`src/tsht_pkg.sv`:
```
// tsht_pkg: shared types and constants of the transaction slot horizon tracker
// used by the top level, front and back (not by tsht_fifo); depends on nothing
`timescale 1ns / 1ps
`default_nettype none

package tsht_pkg;

  localparam int OP_W     = 3;
  localparam int SLOT_W   = 4;
  localparam int VALUE_W  = 64;
  localparam int STATUS_W = 2;
  localparam int COUNT_W  = 5;
  localparam int CFG_W    = 5;

  localparam logic [CFG_W-1:0] CFG_RESET = 5'd16;

  localparam logic [OP_W-1:0] OP_REGISTER   = 3'd0;
  localparam logic [OP_W-1:0] OP_UNREGISTER = 3'd1;
  localparam logic [OP_W-1:0] OP_SET_ID     = 3'd2;
  localparam logic [OP_W-1:0] OP_CLEAR_ID   = 3'd3;
  localparam logic [OP_W-1:0] OP_SET_HZN    = 3'd4;

  localparam logic [STATUS_W-1:0] STATUS_OK       = 2'd0;
  localparam logic [STATUS_W-1:0] STATUS_BAD_SLOT = 2'd1;
  localparam logic [STATUS_W-1:0] STATUS_NO_FREE  = 2'd2;

  typedef enum logic [2:0] {
    KIND_REG,
    KIND_UNREG,
    KIND_SET_ID,
    KIND_CLR_ID,
    KIND_SET_HZN,
    KIND_REJECT
  } req_kind_e;

  typedef struct packed {
    req_kind_e          kind;
    logic [SLOT_W-1:0]  slot;
    logic [VALUE_W-1:0] value;
  } req_t;

  typedef struct packed {
    logic [STATUS_W-1:0] status;
    logic [SLOT_W-1:0]   granted_slot;
    logic [COUNT_W-1:0]  active_count;
    logic [VALUE_W-1:0]  gc_horizon;
  } rsp_t;

endpackage

`default_nettype wire

```
`src/txn_slot_horizon_tracker.sv`:
```
// txn_slot_horizon_tracker: top level, front classifier, request queue, slot
// table back end and result queue; depends on tsht_pkg, tsht_fifo, tsht_front,
// tsht_back
//
//   channel   handshake                 payload
//   request   push / full               op_i, slot_i, value_i
//   result    empty / pop               status_o, granted_slot_o, active_count_o,
//                                       gc_horizon_o
//   config    cfg_valid_i / cfg_ready_o cfg_data_i (slot count register)
//
// a transaction passes exec, a free slot search for a register, a scan of all
// SLOT_COUNT slots, drain and done; the horizon scan reads one slot of the
// id and horizon memories per cycle
// two-entry queues sit between the front, the back and the result port,
// so requests are taken while a result waits for pop
// reset clears the slot valid bits, counters and latest id; no clearing pass
`timescale 1ns / 1ps
`default_nettype none

module txn_slot_horizon_tracker
  import tsht_pkg::*;
#(
  parameter int SLOT_COUNT = 16
) (
  input  wire logic                clk_i,
  input  wire logic                rst_ni,
  input  wire logic                cfg_valid_i,
  output logic                     cfg_ready_o,
  input  wire logic [CFG_W-1:0]    cfg_data_i,
  input  wire logic                push,
  output logic                     full,
  input  wire logic [OP_W-1:0]     op_i,
  input  wire logic [SLOT_W-1:0]   slot_i,
  input  wire logic [VALUE_W-1:0]  value_i,
  output logic                     empty,
  input  wire logic                pop,
  output logic [STATUS_W-1:0]      status_o,
  output logic [SLOT_W-1:0]        granted_slot_o,
  output logic [COUNT_W-1:0]       active_count_o,
  output logic [VALUE_W-1:0]       gc_horizon_o
);

  localparam int CW = $clog2(SLOT_COUNT + 1);

  req_t                  fr_req, bk_req;
  logic                  fr_push, rq_full, rq_empty, bk_pop;
  logic [$bits(req_t)-1:0] rq_out;
  logic [CW-1:0]         limit;
  rsp_t                  bk_rsp, out_rsp;
  logic                  bk_push, oq_full;
  logic [$bits(rsp_t)-1:0] oq_out;

  tsht_front #(
    .SLOT_COUNT(SLOT_COUNT)
  ) u_front (
    .clk_i      (clk_i),
    .rst_ni     (rst_ni),
    .cfg_valid_i(cfg_valid_i),
    .cfg_ready_o(cfg_ready_o),
    .cfg_data_i (cfg_data_i),
    .push       (push),
    .full       (full),
    .op_i       (op_i),
    .slot_i     (slot_i),
    .value_i    (value_i),
    .req_push_o (fr_push),
    .req_o      (fr_req),
    .req_full_i (rq_full),
    .limit_o    (limit)
  );

  tsht_fifo #(
    .WIDTH($bits(req_t)),
    .DEPTH(2)
  ) u_req_q (
    .clk_i  (clk_i),
    .rst_ni (rst_ni),
    .push_i (fr_push),
    .data_i (fr_req),
    .full_o (rq_full),
    .pop_i  (bk_pop),
    .data_o (rq_out),
    .empty_o(rq_empty)
  );

  assign bk_req = req_t'(rq_out);

  tsht_back #(
    .SLOT_COUNT(SLOT_COUNT)
  ) u_back (
    .clk_i      (clk_i),
    .rst_ni     (rst_ni),
    .limit_i    (limit),
    .req_i      (bk_req),
    .req_empty_i(rq_empty),
    .req_pop_o  (bk_pop),
    .rsp_o      (bk_rsp),
    .rsp_push_o (bk_push),
    .rsp_full_i (oq_full)
  );

  tsht_fifo #(
    .WIDTH($bits(rsp_t)),
    .DEPTH(2)
  ) u_rsp_q (
    .clk_i  (clk_i),
    .rst_ni (rst_ni),
    .push_i (bk_push),
    .data_i (bk_rsp),
    .full_o (oq_full),
    .pop_i  (pop),
    .data_o (oq_out),
    .empty_o(empty)
  );

  assign out_rsp        = rsp_t'(oq_out);
  assign status_o       = out_rsp.status;
  assign granted_slot_o = out_rsp.granted_slot;
  assign active_count_o = out_rsp.active_count;
  assign gc_horizon_o   = out_rsp.gc_horizon;

endmodule

`default_nettype wire

```
`src/tsht_fifo.sv`:
```
// tsht_fifo: small register queue with push/full and pop/empty sides
// standalone, no package dependency
`timescale 1ns / 1ps
`default_nettype none

module tsht_fifo #(
  parameter int WIDTH = 8,
  parameter int DEPTH = 2
) (
  input  wire logic             clk_i,
  input  wire logic             rst_ni,
  input  wire logic             push_i,
  input  wire logic [WIDTH-1:0] data_i,
  output logic                  full_o,
  input  wire logic             pop_i,
  output logic [WIDTH-1:0]      data_o,
  output logic                  empty_o
);

  localparam int PW = (DEPTH > 1) ? $clog2(DEPTH) : 1;
  localparam int NW = $clog2(DEPTH + 1);

  logic [WIDTH-1:0] store_q [DEPTH];
  logic [PW-1:0]    wr_ptr_q, wr_ptr_d;
  logic [PW-1:0]    rd_ptr_q, rd_ptr_d;
  logic [NW-1:0]    fill_q, fill_d;
  logic             do_push, do_pop;

  assign full_o  = (fill_q == NW'(DEPTH));
  assign empty_o = (fill_q == '0);
  assign do_push = push_i && !full_o;
  assign do_pop  = pop_i && !empty_o;
  assign data_o  = store_q[rd_ptr_q];

  always_comb begin
    wr_ptr_d = wr_ptr_q;
    rd_ptr_d = rd_ptr_q;
    fill_d   = fill_q;
    if (do_push) begin
      wr_ptr_d = (wr_ptr_q == PW'(DEPTH - 1)) ? '0 : wr_ptr_q + 1'b1;
    end
    if (do_pop) begin
      rd_ptr_d = (rd_ptr_q == PW'(DEPTH - 1)) ? '0 : rd_ptr_q + 1'b1;
    end
    if (do_push && !do_pop) begin
      fill_d = fill_q + 1'b1;
    end else if (do_pop && !do_push) begin
      fill_d = fill_q - 1'b1;
    end
  end

  always_ff @(posedge clk_i or negedge rst_ni) begin
    if (!rst_ni) begin
      wr_ptr_q <= '0;
      rd_ptr_q <= '0;
      fill_q   <= '0;
    end else begin
      wr_ptr_q <= wr_ptr_d;
      rd_ptr_q <= rd_ptr_d;
      fill_q   <= fill_d;
    end
  end

  always_ff @(posedge clk_i) begin
    if (do_push) begin
      store_q[wr_ptr_q] <= data_i;
    end
  end

endmodule

`default_nettype wire

```
`src/tsht_front.sv`:
```
// tsht_front: slot count register and request classification
// depends on tsht_pkg; feeds the request queue
`timescale 1ns / 1ps
`default_nettype none

module tsht_front
  import tsht_pkg::*;
#(
  parameter int SLOT_COUNT = 16,
  localparam int CW = $clog2(SLOT_COUNT + 1)
) (
  input  wire logic               clk_i,
  input  wire logic               rst_ni,
  input  wire logic               cfg_valid_i,
  output logic                    cfg_ready_o,
  input  wire logic [CFG_W-1:0]   cfg_data_i,
  input  wire logic               push,
  output logic                    full,
  input  wire logic [OP_W-1:0]    op_i,
  input  wire logic [SLOT_W-1:0]  slot_i,
  input  wire logic [VALUE_W-1:0] value_i,
  output logic                    req_push_o,
  output req_t                    req_o,
  input  wire logic               req_full_i,
  output logic [CW-1:0]           limit_o
);

  localparam int LW = (CW > CFG_W) ? CW : CFG_W;

  logic [CFG_W-1:0] cfg_q;
  logic [LW-1:0]    use_w, cap_w, lim_w;
  logic             in_range;

  assign cfg_ready_o = 1'b1;

  always_ff @(posedge clk_i or negedge rst_ni) begin
    if (!rst_ni) begin
      cfg_q <= CFG_RESET;
    end else if (cfg_valid_i && cfg_ready_o) begin
      cfg_q <= cfg_data_i;
    end
  end

  // effective count is the smaller of the register and the table size
  assign use_w   = LW'(cfg_q);
  assign cap_w   = LW'(SLOT_COUNT);
  assign lim_w   = (use_w < cap_w) ? use_w : cap_w;
  assign limit_o = CW'(lim_w);
  assign in_range = (LW'(slot_i) < lim_w);

  always_comb begin
    req_o.slot  = slot_i;
    req_o.value = value_i;
    case (op_i)
      OP_REGISTER:   req_o.kind = KIND_REG;
      OP_UNREGISTER: req_o.kind = in_range ? KIND_UNREG : KIND_REJECT;
      OP_SET_ID:     req_o.kind = in_range ? KIND_SET_ID : KIND_REJECT;
      OP_CLEAR_ID:   req_o.kind = in_range ? KIND_CLR_ID : KIND_REJECT;
      OP_SET_HZN:    req_o.kind = in_range ? KIND_SET_HZN : KIND_REJECT;
      default:       req_o.kind = KIND_REJECT;
    endcase
  end

  assign full       = req_full_i;
  assign req_push_o = push && !req_full_i;

endmodule

`default_nettype wire

```
`src/tsht_back.sv`:
```
// tsht_back: slot table, request execution and horizon scan
// depends on tsht_pkg; pops the request queue and pushes the result queue
`timescale 1ns / 1ps
`default_nettype none

module tsht_back
  import tsht_pkg::*;
#(
  parameter int SLOT_COUNT = 16,
  localparam int CW = $clog2(SLOT_COUNT + 1)
) (
  input  wire logic          clk_i,
  input  wire logic          rst_ni,
  input  wire logic [CW-1:0] limit_i,
  input  wire req_t          req_i,
  input  wire logic          req_empty_i,
  output logic               req_pop_o,
  output rsp_t               rsp_o,
  output logic               rsp_push_o,
  input  wire logic          rsp_full_i
);

  localparam int SW = $clog2(SLOT_COUNT);

  typedef enum logic [2:0] {
    S_IDLE,
    S_EXEC,
    S_SEARCH,
    S_SCAN,
    S_DRAIN,
    S_DONE
  } state_e;

  state_e                state_q;
  req_t                  req_q;
  logic [SLOT_COUNT-1:0] act_q;
  logic [CW-1:0]         live_q;
  logic [VALUE_W-1:0]    done_q;
  logic [CW-1:0]         idx_q;
  logic [STATUS_W-1:0]   status_q;
  logic [SLOT_W-1:0]     grant_q;
  logic                  p1_q, p2_q;
  logic                  rd_act_q;
  logic [VALUE_W-1:0]    rd_txn_q, rd_snap_q;
  logic [VALUE_W-1:0]    cand_q, best_q;
  logic                  cand_ok_q, found_q;

  logic [VALUE_W-1:0] txn_mem  [SLOT_COUNT];
  logic [VALUE_W-1:0] snap_mem [SLOT_COUNT];

  logic [SW-1:0]      slot_w, idx_w, rd_addr;
  logic               we_txn, we_snap;
  logic [SW-1:0]      wr_addr;
  logic [VALUE_W-1:0] wd_txn, wd_snap;
  logic               txn_nz, snap_nz;

  assign slot_w = SW'(req_q.slot);
  assign idx_w  = idx_q[SW-1:0];

  assign req_pop_o  = (state_q == S_IDLE) && !req_empty_i;
  assign rsp_push_o = (state_q == S_DONE) && !rsp_full_i;

  assign rsp_o.status       = status_q;
  assign rsp_o.granted_slot = grant_q;
  assign rsp_o.active_count = COUNT_W'(live_q);
  assign rsp_o.gc_horizon   = found_q ? best_q : done_q;

  // old id of the addressed slot is fetched while the request is popped
  assign rd_addr = (state_q == S_IDLE) ? SW'(req_i.slot) : idx_w;

  always_comb begin
    we_txn  = 1'b0;
    we_snap = 1'b0;
    wr_addr = slot_w;
    wd_txn  = '0;
    wd_snap = '0;
    if (state_q == S_EXEC && act_q[slot_w]) begin
      case (req_q.kind)
        KIND_UNREG: begin
          we_txn  = 1'b1;
          we_snap = 1'b1;
        end
        KIND_SET_ID: begin
          we_txn = 1'b1;
          wd_txn = req_q.value;
        end
        KIND_CLR_ID: begin
          we_txn = 1'b1;
        end
        KIND_SET_HZN: begin
          we_snap = 1'b1;
          wd_snap = req_q.value;
        end
        default: begin
          we_txn  = 1'b0;
          we_snap = 1'b0;
        end
      endcase
    end else if (state_q == S_SEARCH && idx_q < limit_i && !act_q[idx_w]) begin
      we_txn  = 1'b1;
      we_snap = 1'b1;
      wr_addr = idx_w;
    end
  end

  always_ff @(posedge clk_i) begin
    if (we_txn) begin
      txn_mem[wr_addr] <= wd_txn;
    end
    if (we_snap) begin
      snap_mem[wr_addr] <= wd_snap;
    end
    rd_txn_q  <= txn_mem[rd_addr];
    rd_snap_q <= snap_mem[rd_addr];
  end

  assign txn_nz  = rd_act_q && (rd_txn_q != '0);
  assign snap_nz = rd_act_q && (rd_snap_q != '0);

  always_ff @(posedge clk_i or negedge rst_ni) begin
    if (!rst_ni) begin
      state_q   <= S_IDLE;
      req_q     <= '0;
      act_q     <= '0;
      live_q    <= '0;
      done_q    <= '0;
      idx_q     <= '0;
      status_q  <= STATUS_OK;
      grant_q   <= '0;
      p1_q      <= 1'b0;
      p2_q      <= 1'b0;
      rd_act_q  <= 1'b0;
      cand_q    <= '0;
      cand_ok_q <= 1'b0;
      best_q    <= '0;
      found_q   <= 1'b0;
    end else begin
      rd_act_q <= act_q[rd_addr];
      p1_q     <= (state_q == S_SCAN);
      p2_q     <= p1_q;

      // pair minimum of one slot's id and horizon
      if (p1_q) begin
        cand_ok_q <= txn_nz || snap_nz;
        if (txn_nz && (!snap_nz || rd_txn_q < rd_snap_q)) begin
          cand_q <= rd_txn_q;
        end else begin
          cand_q <= rd_snap_q;
        end
      end

      // running minimum over slots
      if (p2_q && cand_ok_q && (!found_q || cand_q < best_q)) begin
        best_q  <= cand_q;
        found_q <= 1'b1;
      end

      case (state_q)
        S_IDLE: begin
          if (!req_empty_i) begin
            req_q    <= req_i;
            status_q <= STATUS_OK;
            grant_q  <= '0;
            found_q  <= 1'b0;
            idx_q    <= '0;
            state_q  <= S_EXEC;
          end
        end
        S_EXEC: begin
          if (req_q.kind == KIND_REJECT) begin
            status_q <= STATUS_BAD_SLOT;
            state_q  <= S_SCAN;
          end else if (req_q.kind == KIND_REG) begin
            state_q <= S_SEARCH;
          end else if (!act_q[slot_w]) begin
            status_q <= STATUS_BAD_SLOT;
            state_q  <= S_SCAN;
          end else begin
            state_q <= S_SCAN;
            case (req_q.kind)
              KIND_UNREG: begin
                act_q[slot_w] <= 1'b0;
                live_q        <= live_q - 1'b1;
              end
              KIND_SET_ID: begin
                if (req_q.value > done_q) begin
                  done_q <= req_q.value;
                end
              end
              KIND_CLR_ID: begin
                if (rd_txn_q > done_q) begin
                  done_q <= rd_txn_q;
                end
              end
              default: begin
                done_q <= done_q;
              end
            endcase
          end
        end
        S_SEARCH: begin
          if (idx_q >= limit_i) begin
            status_q <= STATUS_NO_FREE;
            idx_q    <= '0;
            state_q  <= S_SCAN;
          end else if (!act_q[idx_w]) begin
            act_q[idx_w] <= 1'b1;
            live_q       <= live_q + 1'b1;
            grant_q      <= SLOT_W'(idx_q);
            idx_q        <= '0;
            state_q      <= S_SCAN;
          end else begin
            idx_q <= idx_q + 1'b1;
          end
        end
        S_SCAN: begin
          if (idx_q == CW'(SLOT_COUNT - 1)) begin
            state_q <= S_DRAIN;
          end else begin
            idx_q <= idx_q + 1'b1;
          end
        end
        S_DRAIN: begin
          if (!p1_q && !p2_q) begin
            state_q <= S_DONE;
          end
        end
        S_DONE: begin
          if (!rsp_full_i) begin
            state_q <= S_IDLE;
          end
        end
        default: begin
          state_q <= S_IDLE;
        end
      endcase
    end
  end

endmodule

`default_nettype wire
```
`config.mk`:
```
export PLATFORM = sky130hd
export DESIGN_NAME = txn_slot_horizon_tracker
export DESIGN_NICKNAME = d
export VERILOG_FILES = /design/src/tsht_pkg.sv /design/src/txn_slot_horizon_tracker.sv /design/src/tsht_fifo.sv /design/src/tsht_front.sv /design/src/tsht_back.sv
export SDC_FILE = /design/constraint.sdc
export NUM_CORES = 2
export LEC_CHECK = 0
export BUFFER_PORTS_ARGS = -buffer_cell sky130_fd_sc_hd__buf_2
export CAP_MARGIN = 15
export CORE_MARGIN = 2
export CORE_UTILIZATION = 55
export CTS_CLUSTER_DIAMETER = 60
export DETAILED_ROUTE_END_ITERATION = 10
export PLACE_DENSITY = 0.74
export SLEW_MARGIN = 20
export SYNTH_ARGS = -nofsm -noshare
export SYNTH_HDL_FRONTEND = slang
export SYNTH_HIERARCHICAL = 1
export SYNTH_SLANG_ARGS = --single-unit
export TNS_END_PERCENT = 20
```
`constraint.sdc`:
```
create_clock -name clk_i -period 5.2 [get_ports clk_i]
set_clock_uncertainty 0.15 [all_clocks]
set_input_delay 0.26 -clock clk_i [delete_from_list [all_inputs] [get_ports clk_i]]
set_output_delay 0.26 -clock clk_i [all_outputs]
set_load 0.005 [all_outputs]
```
Yosys cells after proc, flatten, opt, wreduce, memory -nomap -nowiden
Memories as Yosys holds them, arrays and structs flattened. A register that Yosys moved wholly into a read port is not among the register bits. Cells that the tools add are included.

Bits of input ports: 81. Logic and storage cells: 243. Memories kept: 4. RAM bits: 2340. Register bits after elaboration: 316. Output and inout port bits: 78.

Add/sub/neg operators: 11. Order comparisons: 13. Equality and inequality tests: 34. Reductions and logical operators: 61. Multiplexer cells: 90. Bitwise operators: 6.

Memories: u_back.snap_mem (words 16, width 64, read ports 1, clocked after memory_dff 1, write ports 1, RTL line tsht_back.sv:49) `logic [VALUE_W-1:0] snap_mem [SLOT_COUNT];`; u_back.txn_mem (words 16, width 64, read ports 1, clocked after memory_dff 1, write ports 1, RTL line tsht_back.sv:48) `logic [VALUE_W-1:0] txn_mem [SLOT_COUNT];`; u_rsp_q.store_q (words 2, width 75, read ports 1, clocked after memory_dff 0, write ports 1, RTL line tsht_fifo.sv:23) `logic [WIDTH-1:0] store_q [DEPTH];`; u_req_q.store_q (words 2, width 71, read ports 1, clocked after memory_dff 0, write ports 1, RTL line tsht_fifo.sv:23).

Operators with widths (count): 2-to-1 mux 64 bit (8); greater-than comparator 64 bit (2); < comparator 64 bit (2); one-hot mux 64 bit (2 select lines) (1); nonzero test 64 bit (2); 2-to-1 mux 16 bit (6); 2-to-1 mux 5 bit (11); one-hot mux 16 bit (2 select lines) (1); 2-to-1 mux 3 bit (10); 2-to-1 mux 1 bit (27); 2-to-1 mux 4 bit (6); logical AND 1 bit (22); != test 2 bit, second input constant (11); == test 3 x 2 -> 1 bit, second input constant (6); 2-to-1 mux 2 bit (9); one-hot mux 3 bit (6 select lines) (1); bitwise AND 16 bit (1); inverter 16 bit (1); OR 16 bit (1); == test 3 bit, second input constant (5); < comparator 4 x 5 -> 1 bit, second input constant (3); one-hot mux 3 bit (5 select lines) (1); one-hot mux 5 bit (3 select lines) (1); AND reduction 7 bit (2); other kinds (33) (75).

Longest topological paths before layout
Depth in word-level cells: 11. Mapped depth: 12. Gate-level depth less buffers: 12.

By module
The synthesis kept the hierarchy.

Modules (own cells, without submodules): tsht_back (times used 1, cells an instance 5907, seq. area each 71643.7 um^2, area an instance 101542.4 um^2); tsht_fifo (u_rsp_q) (times used 1, cells an instance 252, seq. area each 4604.4 um^2, area an instance 5763.0 um^2); tsht_fifo (u_req_q) (times used 1, cells an instance 240, seq. area each 4364.2 um^2, area an instance 5670.4 um^2); tsht_front (times used 1, cells an instance 104, seq. area each 126.4 um^2, area an instance 879.6 um^2).

Worst setup path after synthesis
OpenSTA, ideal clock, no wires.

Kind: reg-to-reg. Start point: register u_back.idx_q[0]. End point: memory u_back.snap_mem[11][0], enable pin. Arrival time: 5021 ps. Required time: 4563 ps. Path buffers: 1. Setup time: 487 ps. Clock period less this slack: 5658 ps. Stages on the path, launching flop included: 8. Setup slack: -458 ps. Cells stage by stage: dfrtp_1 > buf_6 > mux4_2 > mux4_2 > nor2_4 > a31oi_1 > nand2b_1 > nor2_1.

Word-level cells in the longest chain between the ends: 8. Elaborated cells on any way between the ends: 12. Classes of those cells: order compare (1); mux (8); reduce/logical (3).

RTL lines: from (decl) (RTL line tsht_back.sv:39) `logic [CW-1:0] idx_q;`; from (signal assigned) (RTL line tsht_back.sv:213) `idx_q <= idx_q + 1'b1;`; from (signal assigned) (RTL line tsht_back.sv:220) `idx_q <= idx_q + 1'b1;`; binary-select mux 1 bit (select 4 bit) (RTL line tsht_back.sv:99) `end else if (state_q == S_SEARCH && idx_q < limit_i && !act_q[idx_w]) begin`; 2-to-1 mux 1 bit (not written as such) (RTL line tsht_back.sv:99); zero test 1 bit (RTL line tsht_back.sv:99); logical AND 1 bit (RTL line tsht_back.sv:99); 2-to-1 mux 1 bit (RTL line tsht_back.sv:99); 2-to-1 mux 1 bit (RTL line tsht_back.sv:77) `if (state_q == S_EXEC && act_q[slot_w]) begin`; 2-to-1 mux 1 bit (RTL line tsht_back.sv:110) `if (we_snap) begin`; 2-to-1 mux 1 bit (not written as such) (RTL line tsht_back.sv:111) `snap_mem[wr_addr] <= wd_snap;`; to (decl) (RTL line tsht_back.sv:49).

Parallel ways exist; a longest one is shown, timed or not. The select of a mux whose other input is x is not followed.

Worst setup path in the final report
Start point: register u_back.idx_q[0]. End point: memory u_back.txn_mem[14][17], enable pin.

Word-level cells in the longest chain between the ends: 8. Elaborated cells on any way between the ends: 12. Classes of those cells: order compare (1); mux (8); reduce/logical (3).

RTL lines: binary-select mux 1 bit (select 4 bit) (RTL line tsht_back.sv:99); 2-to-1 mux 1 bit (not written as such) (RTL line tsht_back.sv:99); zero test 1 bit (RTL line tsht_back.sv:99); logical AND 1 bit (RTL line tsht_back.sv:99); 2-to-1 mux 1 bit (RTL line tsht_back.sv:99); 2-to-1 mux 1 bit (RTL line tsht_back.sv:77); 2-to-1 mux 1 bit (RTL line tsht_back.sv:107) `if (we_txn) begin`; 2-to-1 mux 1 bit (not written as such) (RTL line tsht_back.sv:108) `txn_mem[wr_addr] <= wd_txn;`; to (decl) (RTL line tsht_back.sv:48).

Parallel ways exist; a longest one is shown, timed or not. The select of a mux whose other input is x is not followed.

==> impl_metrics.env <==
export IMPL_run_status="completed"
export IMPL_critical_path_slowest_cell="sky130_fd_sc_hd__buf_4"
export IMPL_synthesis_area_per_instance_um2=17.51
export IMPL_clock_fmax_ghz=0.2201
export IMPL_first_global_vias=61655
export IMPL_clk_root_buffer_cell="sky130_fd_sc_hd__clkbuf_16"
export IMPL_critical_path_class="flop to flop"
export IMPL_synth_cell_type_count=76
export IMPL_postLayoutCoreUtil_pct=62.53
export IMPL_worstMarginPinSlew_ns=1.199
export IMPL_worst_ep_required_time_ns=5.56
export IMPL_min_period_ns=4.543
export IMPL_hpwlAfterDp_um=180300
export IMPL_detailed_route_via_count=62210
export IMPL_cp_data_arrival_time_ns=4.91
export IMPL_final_setup_viol_count=0
export IMPL_drv_slew=0
export IMPL_cts_tree="built"
export IMPL_dp_slack_ns=0.7074
export IMPL_first_iter_violations=8290
export IMPL_clk_insertion_delay_late_ns=0.95
export IMPL_die_width_um=459.0
export IMPL_synth_async_reset_ratio_pct=11.35
export IMPL_path_cells="mux4_2 -> mux4_2 -> nor2_4 -> a31oi_1 -> buf_4 -> nand2b_1 -> nor2_4 -> buf_4"
export IMPL_synthesis_nets=6857
export IMPL_fin_nets=7238
export IMPL_hold_viol=0
export IMPL_drc=0
export IMPL_grt_first_pass_wirelength_um=416800
export IMPL_cts_setup_buffers=0
export IMPL_max_cap_violations=0
export IMPL_effective_utilization_at_floorplan_pct=55.15
export IMPL_number_of_antenna_violations_at_the_first_check_in_global_routing=16
export IMPL_synth_edff_count=2340
export IMPL_drt_total_wl_um=283600
export IMPL_netlist_top_cell_by_area="sky130_fd_sc_hd__edfxtp_1"
export IMPL_cts_resized=0
export IMPL_netlist_area_mm2=0.1139
export IMPL_critical_path_max_fanout=64
export IMPL_synth_seq_cells=2784
export IMPL_final_clock_period_utilization_by_the_worst_path_pct=87.36
export IMPL_regToRegSetupSlack_ns=0.66
export IMPL_critPathCapture="u_back/txn_mem[14][17]"
export IMPL_gp_congestion=0.9321
export IMPL_synthToLayoutAreaGrowth_pct=13.38
export IMPL_layout_commonest_cell="sky130_fd_sc_hd__edfxtp_1"
export IMPL_fraction_of_final_layout_cells_sized_beyond_drive_strength_1_pct=21.99
export IMPL_worstHoldPathType="input port to flop"
export IMPL_post_synth_main_area_contributors="sky130_fd_sc_hd__edfxtp_1 (62%), sky130_fd_sc_hd__mux4_2 (9.7%), sky130_fd_sc_hd__dfrtp_1 (6.9%)"
export IMPL_fp_coreArea_mm2=0.2064
export IMPL_synth_seq_area_share_pct=70.91
export IMPL_synthesis_instances=6503
export IMPL_wl_per_cell_um=28.93
export IMPL_per_cell_via_count_in_the_routed_design=6.346
export IMPL_clk_pin_slew_ns=0.06
export IMPL_flip_flop_cell_with_the_highest_count_after_synthesis="sky130_fd_sc_hd__edfxtp_1"
export IMPL_startpoint="u_back/idx_q[0]"
export IMPL_r2r_start="u_back/idx_q[0]"
export IMPL_buffer_depth_of_the_longest_clock_path=4
export IMPL_crit_path_end_kind="flop"
export IMPL_firstDrtPassIters=6
export IMPL_grt_setup_unrepaired="false"
export IMPL_critical_path_reg2reg_endpoint="u_back/txn_mem[14][17]"
export IMPL_detail_route_antenna_nets=0
export IMPL_power_leakage_uw=0.04338
export IMPL_worst_r2r_path_depth=8
export IMPL_post_synth_top_area_fraction_pct=61.72
export IMPL_critical_path_max_stage_delay_ns=0.79
export IMPL_grt_remaining_overflow=0
export IMPL_tritoncts_num_sinks=2784
export IMPL_power_uw=63930
export IMPL_h_tree_lvls=5
export IMPL_grt_max_degree=119
export IMPL_tritoncts_num_buffers=292
export IMPL_io_pin_count=159
export IMPL_cts_hold_buf=155
export IMPL_die_area_mm2=0.2107
export IMPL_fp_row_count=167
export IMPL_kind_of_start_point_of_the_critical_path="flop"
export IMPL_die_height_um=459.0
export IMPL_ys_warnings_count=6
export IMPL_relative_slew_slack_pct=19.23
export IMPL_power_per_cell_area_mw_per_mm2=495.3
export IMPL_power_ir_vdd_worst_mv=0.3237
export IMPL_place_port_buffers=157
export IMPL_grt_util_all_layers_pct=26.87
export IMPL_timing_final_ws_setup_ns=0.6575
export IMPL_most_common_layout_cells="sky130_fd_sc_hd__edfxtp_1 (2,340), sky130_fd_sc_hd__nand2_1 (533), sky130_fd_sc_hd__mux4_2 (489)"
## power by group
part / total, uW / internal (uW) / switching, uW / leakage (uW)
clock: 19900 / 11600 / 8270 / 0.00440
combinational: 15800 / 6630 / 9180 / 0.0152
sequential: 28200 / 26400 / 1790 / 0.0238
## per-stage QoR
step	instance area, um^2	hold slack (ns)	std cells	TNS, ns
final	129100	0.07069	9803	0
after global routing	129100	0.01882	9799	0
after CTS	129100	0.01592	9798	0
after detailed placement	118500	0.1927	9139	0
after global placement	118500	0.1938	9139	0
after floorplan	113900	-0.1856	6503	-800.60
## how the worst min path moves through the flow
| stage | start | to | slack, ns | depth (start not counted) |
|---|---|---|---|---|
| 2_1_floorplan | rst_ni | u_back/act_q[0] | -0.19 | 0 |
| 3_3_place_gp | rst_ni | u_front/cfg_q[2] | 0.19 | 1 |
| 3_5_place_dp | rst_ni | u_req_q/wr_ptr_q | 0.19 | 1 |
| 4_1_cts | value_i[21] | u_req_q/store_q[0][21] | 0.02 | 2 |
| 5_1_grt | value_i[21] | u_req_q/store_q[1][21] | 0.02 | 2 |
| 6_report | value_i[21] | u_req_q/store_q[0][21] | 0.07 | 2 |
## area by class of cell
| cell class | count | area, um^2 |
|---|---|---|
| multi-input cells | 3104 | 30650 |
| well taps | 2704 | 3383 |
| flip-flops and latches | 2784 | 80750 |
| clock inverters | 117 | 1077 |
| repair buffers | 476 | 4422 |
| inverters | 226 | 848.3 |
| fillers | 13978 | 77350 |
| diodes | 5 | 12.51 |
| clock buffers | 387 | 7946 |
## state kept, by name, indices dropped and copies added (netlist names), 3 cells and up
name / count
u_front/cfg_q: 5
u_back/best_q: 64
u_back/slot_w: 4
u_req_q/store_q: 142
u_back/live_q: 5
u_back/idx_q: 5
u_back/act_q: 16
u_back/rd_snap_q: 64
u_rsp_q/store_q: 150
u_back/state_q: 3
u_back/snap_mem: 1024
u_back/rd_txn_q: 64
u_back/req_q: 67
u_back/txn_mem: 1024
u_back/grant_q: 4
u_back/done_q: 64
u_back/cand_q: 64
## kinds of logic (layout without fill, tap and decap cells)
| group | Yosys count | in the layout | synth area share (%) |
|---|---|---|---|
| muxes | 916 | 916 | 14.10 |
| adders and majority gates | 273 | 273 | 3.007 |
| and+or+nand+nor | 1201 | 1201 | 5.185 |
| xor gates and xnor gates | 17 | 17 | 0.1308 |
| DFF | 2784 | 2784 | 70.91 |
| buffers and inverters | 615 | 1206 | 2.503 |
| other | 1 | 6 | 0.003294 |
| AOI/OAI and AO/OA | 696 | 696 | 4.153 |
## critical path, delay by kind of cell, from the launching register on
family | cells | cell delay, ns
multiplexers | 2 | 1.17
buffers and inverters | 2 | 1.02
flip-flops | 1 | 0.70
AND/OR/NAND/NOR | 3 | 0.84
AO/OA/AOI/OAI | 1 | 0.13
## cells in the mapped netlist, types with 4 or more instances
library cell and count:
sky130_fd_sc_hd__mux2_4 109, sky130_fd_sc_hd__xnor2_1 10, sky130_fd_sc_hd__nand3_1 63, sky130_fd_sc_hd__and3_1 24
sky130_fd_sc_hd__edfxtp_1 2340, sky130_fd_sc_hd__or4_1 6, sky130_fd_sc_hd__xor2_1 7, sky130_fd_sc_hd__and2_1 243
sky130_fd_sc_hd__buf_12 7, sky130_fd_sc_hd__a21o_1 24, sky130_fd_sc_hd__dfxtp_1 128, sky130_fd_sc_hd__nor2_1 90
sky130_fd_sc_hd__a21oi_1 110, sky130_fd_sc_hd__nor4_1 42, sky130_fd_sc_hd__and4_1 10, sky130_fd_sc_hd__o211ai_1 10
sky130_fd_sc_hd__buf_2 69, sky130_fd_sc_hd__nand2b_1 16, sky130_fd_sc_hd__mux2i_1 137, sky130_fd_sc_hd__o21ai_0 124
sky130_fd_sc_hd__a2111oi_0 4, sky130_fd_sc_hd__a311oi_1 36, sky130_fd_sc_hd__o21a_1 8, sky130_fd_sc_hd__a211oi_1 126
sky130_fd_sc_hd__inv_1 226, sky130_fd_sc_hd__nand4_1 47, sky130_fd_sc_hd__a221o_1 66, sky130_fd_sc_hd__buf_4 79
sky130_fd_sc_hd__mux2_1 5, sky130_fd_sc_hd__buf_6 6, sky130_fd_sc_hd__a31oi_1 149, sky130_fd_sc_hd__nor2b_1 85
sky130_fd_sc_hd__clkbuf_1 216, sky130_fd_sc_hd__ha_1 272, sky130_fd_sc_hd__dfrtp_1 315, sky130_fd_sc_hd__nand2_1 534
sky130_fd_sc_hd__mux2_2 176, sky130_fd_sc_hd__buf_1 12, sky130_fd_sc_hd__mux4_2 489, sky130_fd_sc_hd__nor3_1 24
## layer usage
layer	vias up	routed length [um]	global-route usage, %
met5	-	46	0
met4	4	10720	9.818
li1	26164	-	-
met1	32324	113800	39.83
met3	455	29560	5.267
met2	3263	129500	40.01
Power figures use the tool's default switching activity.
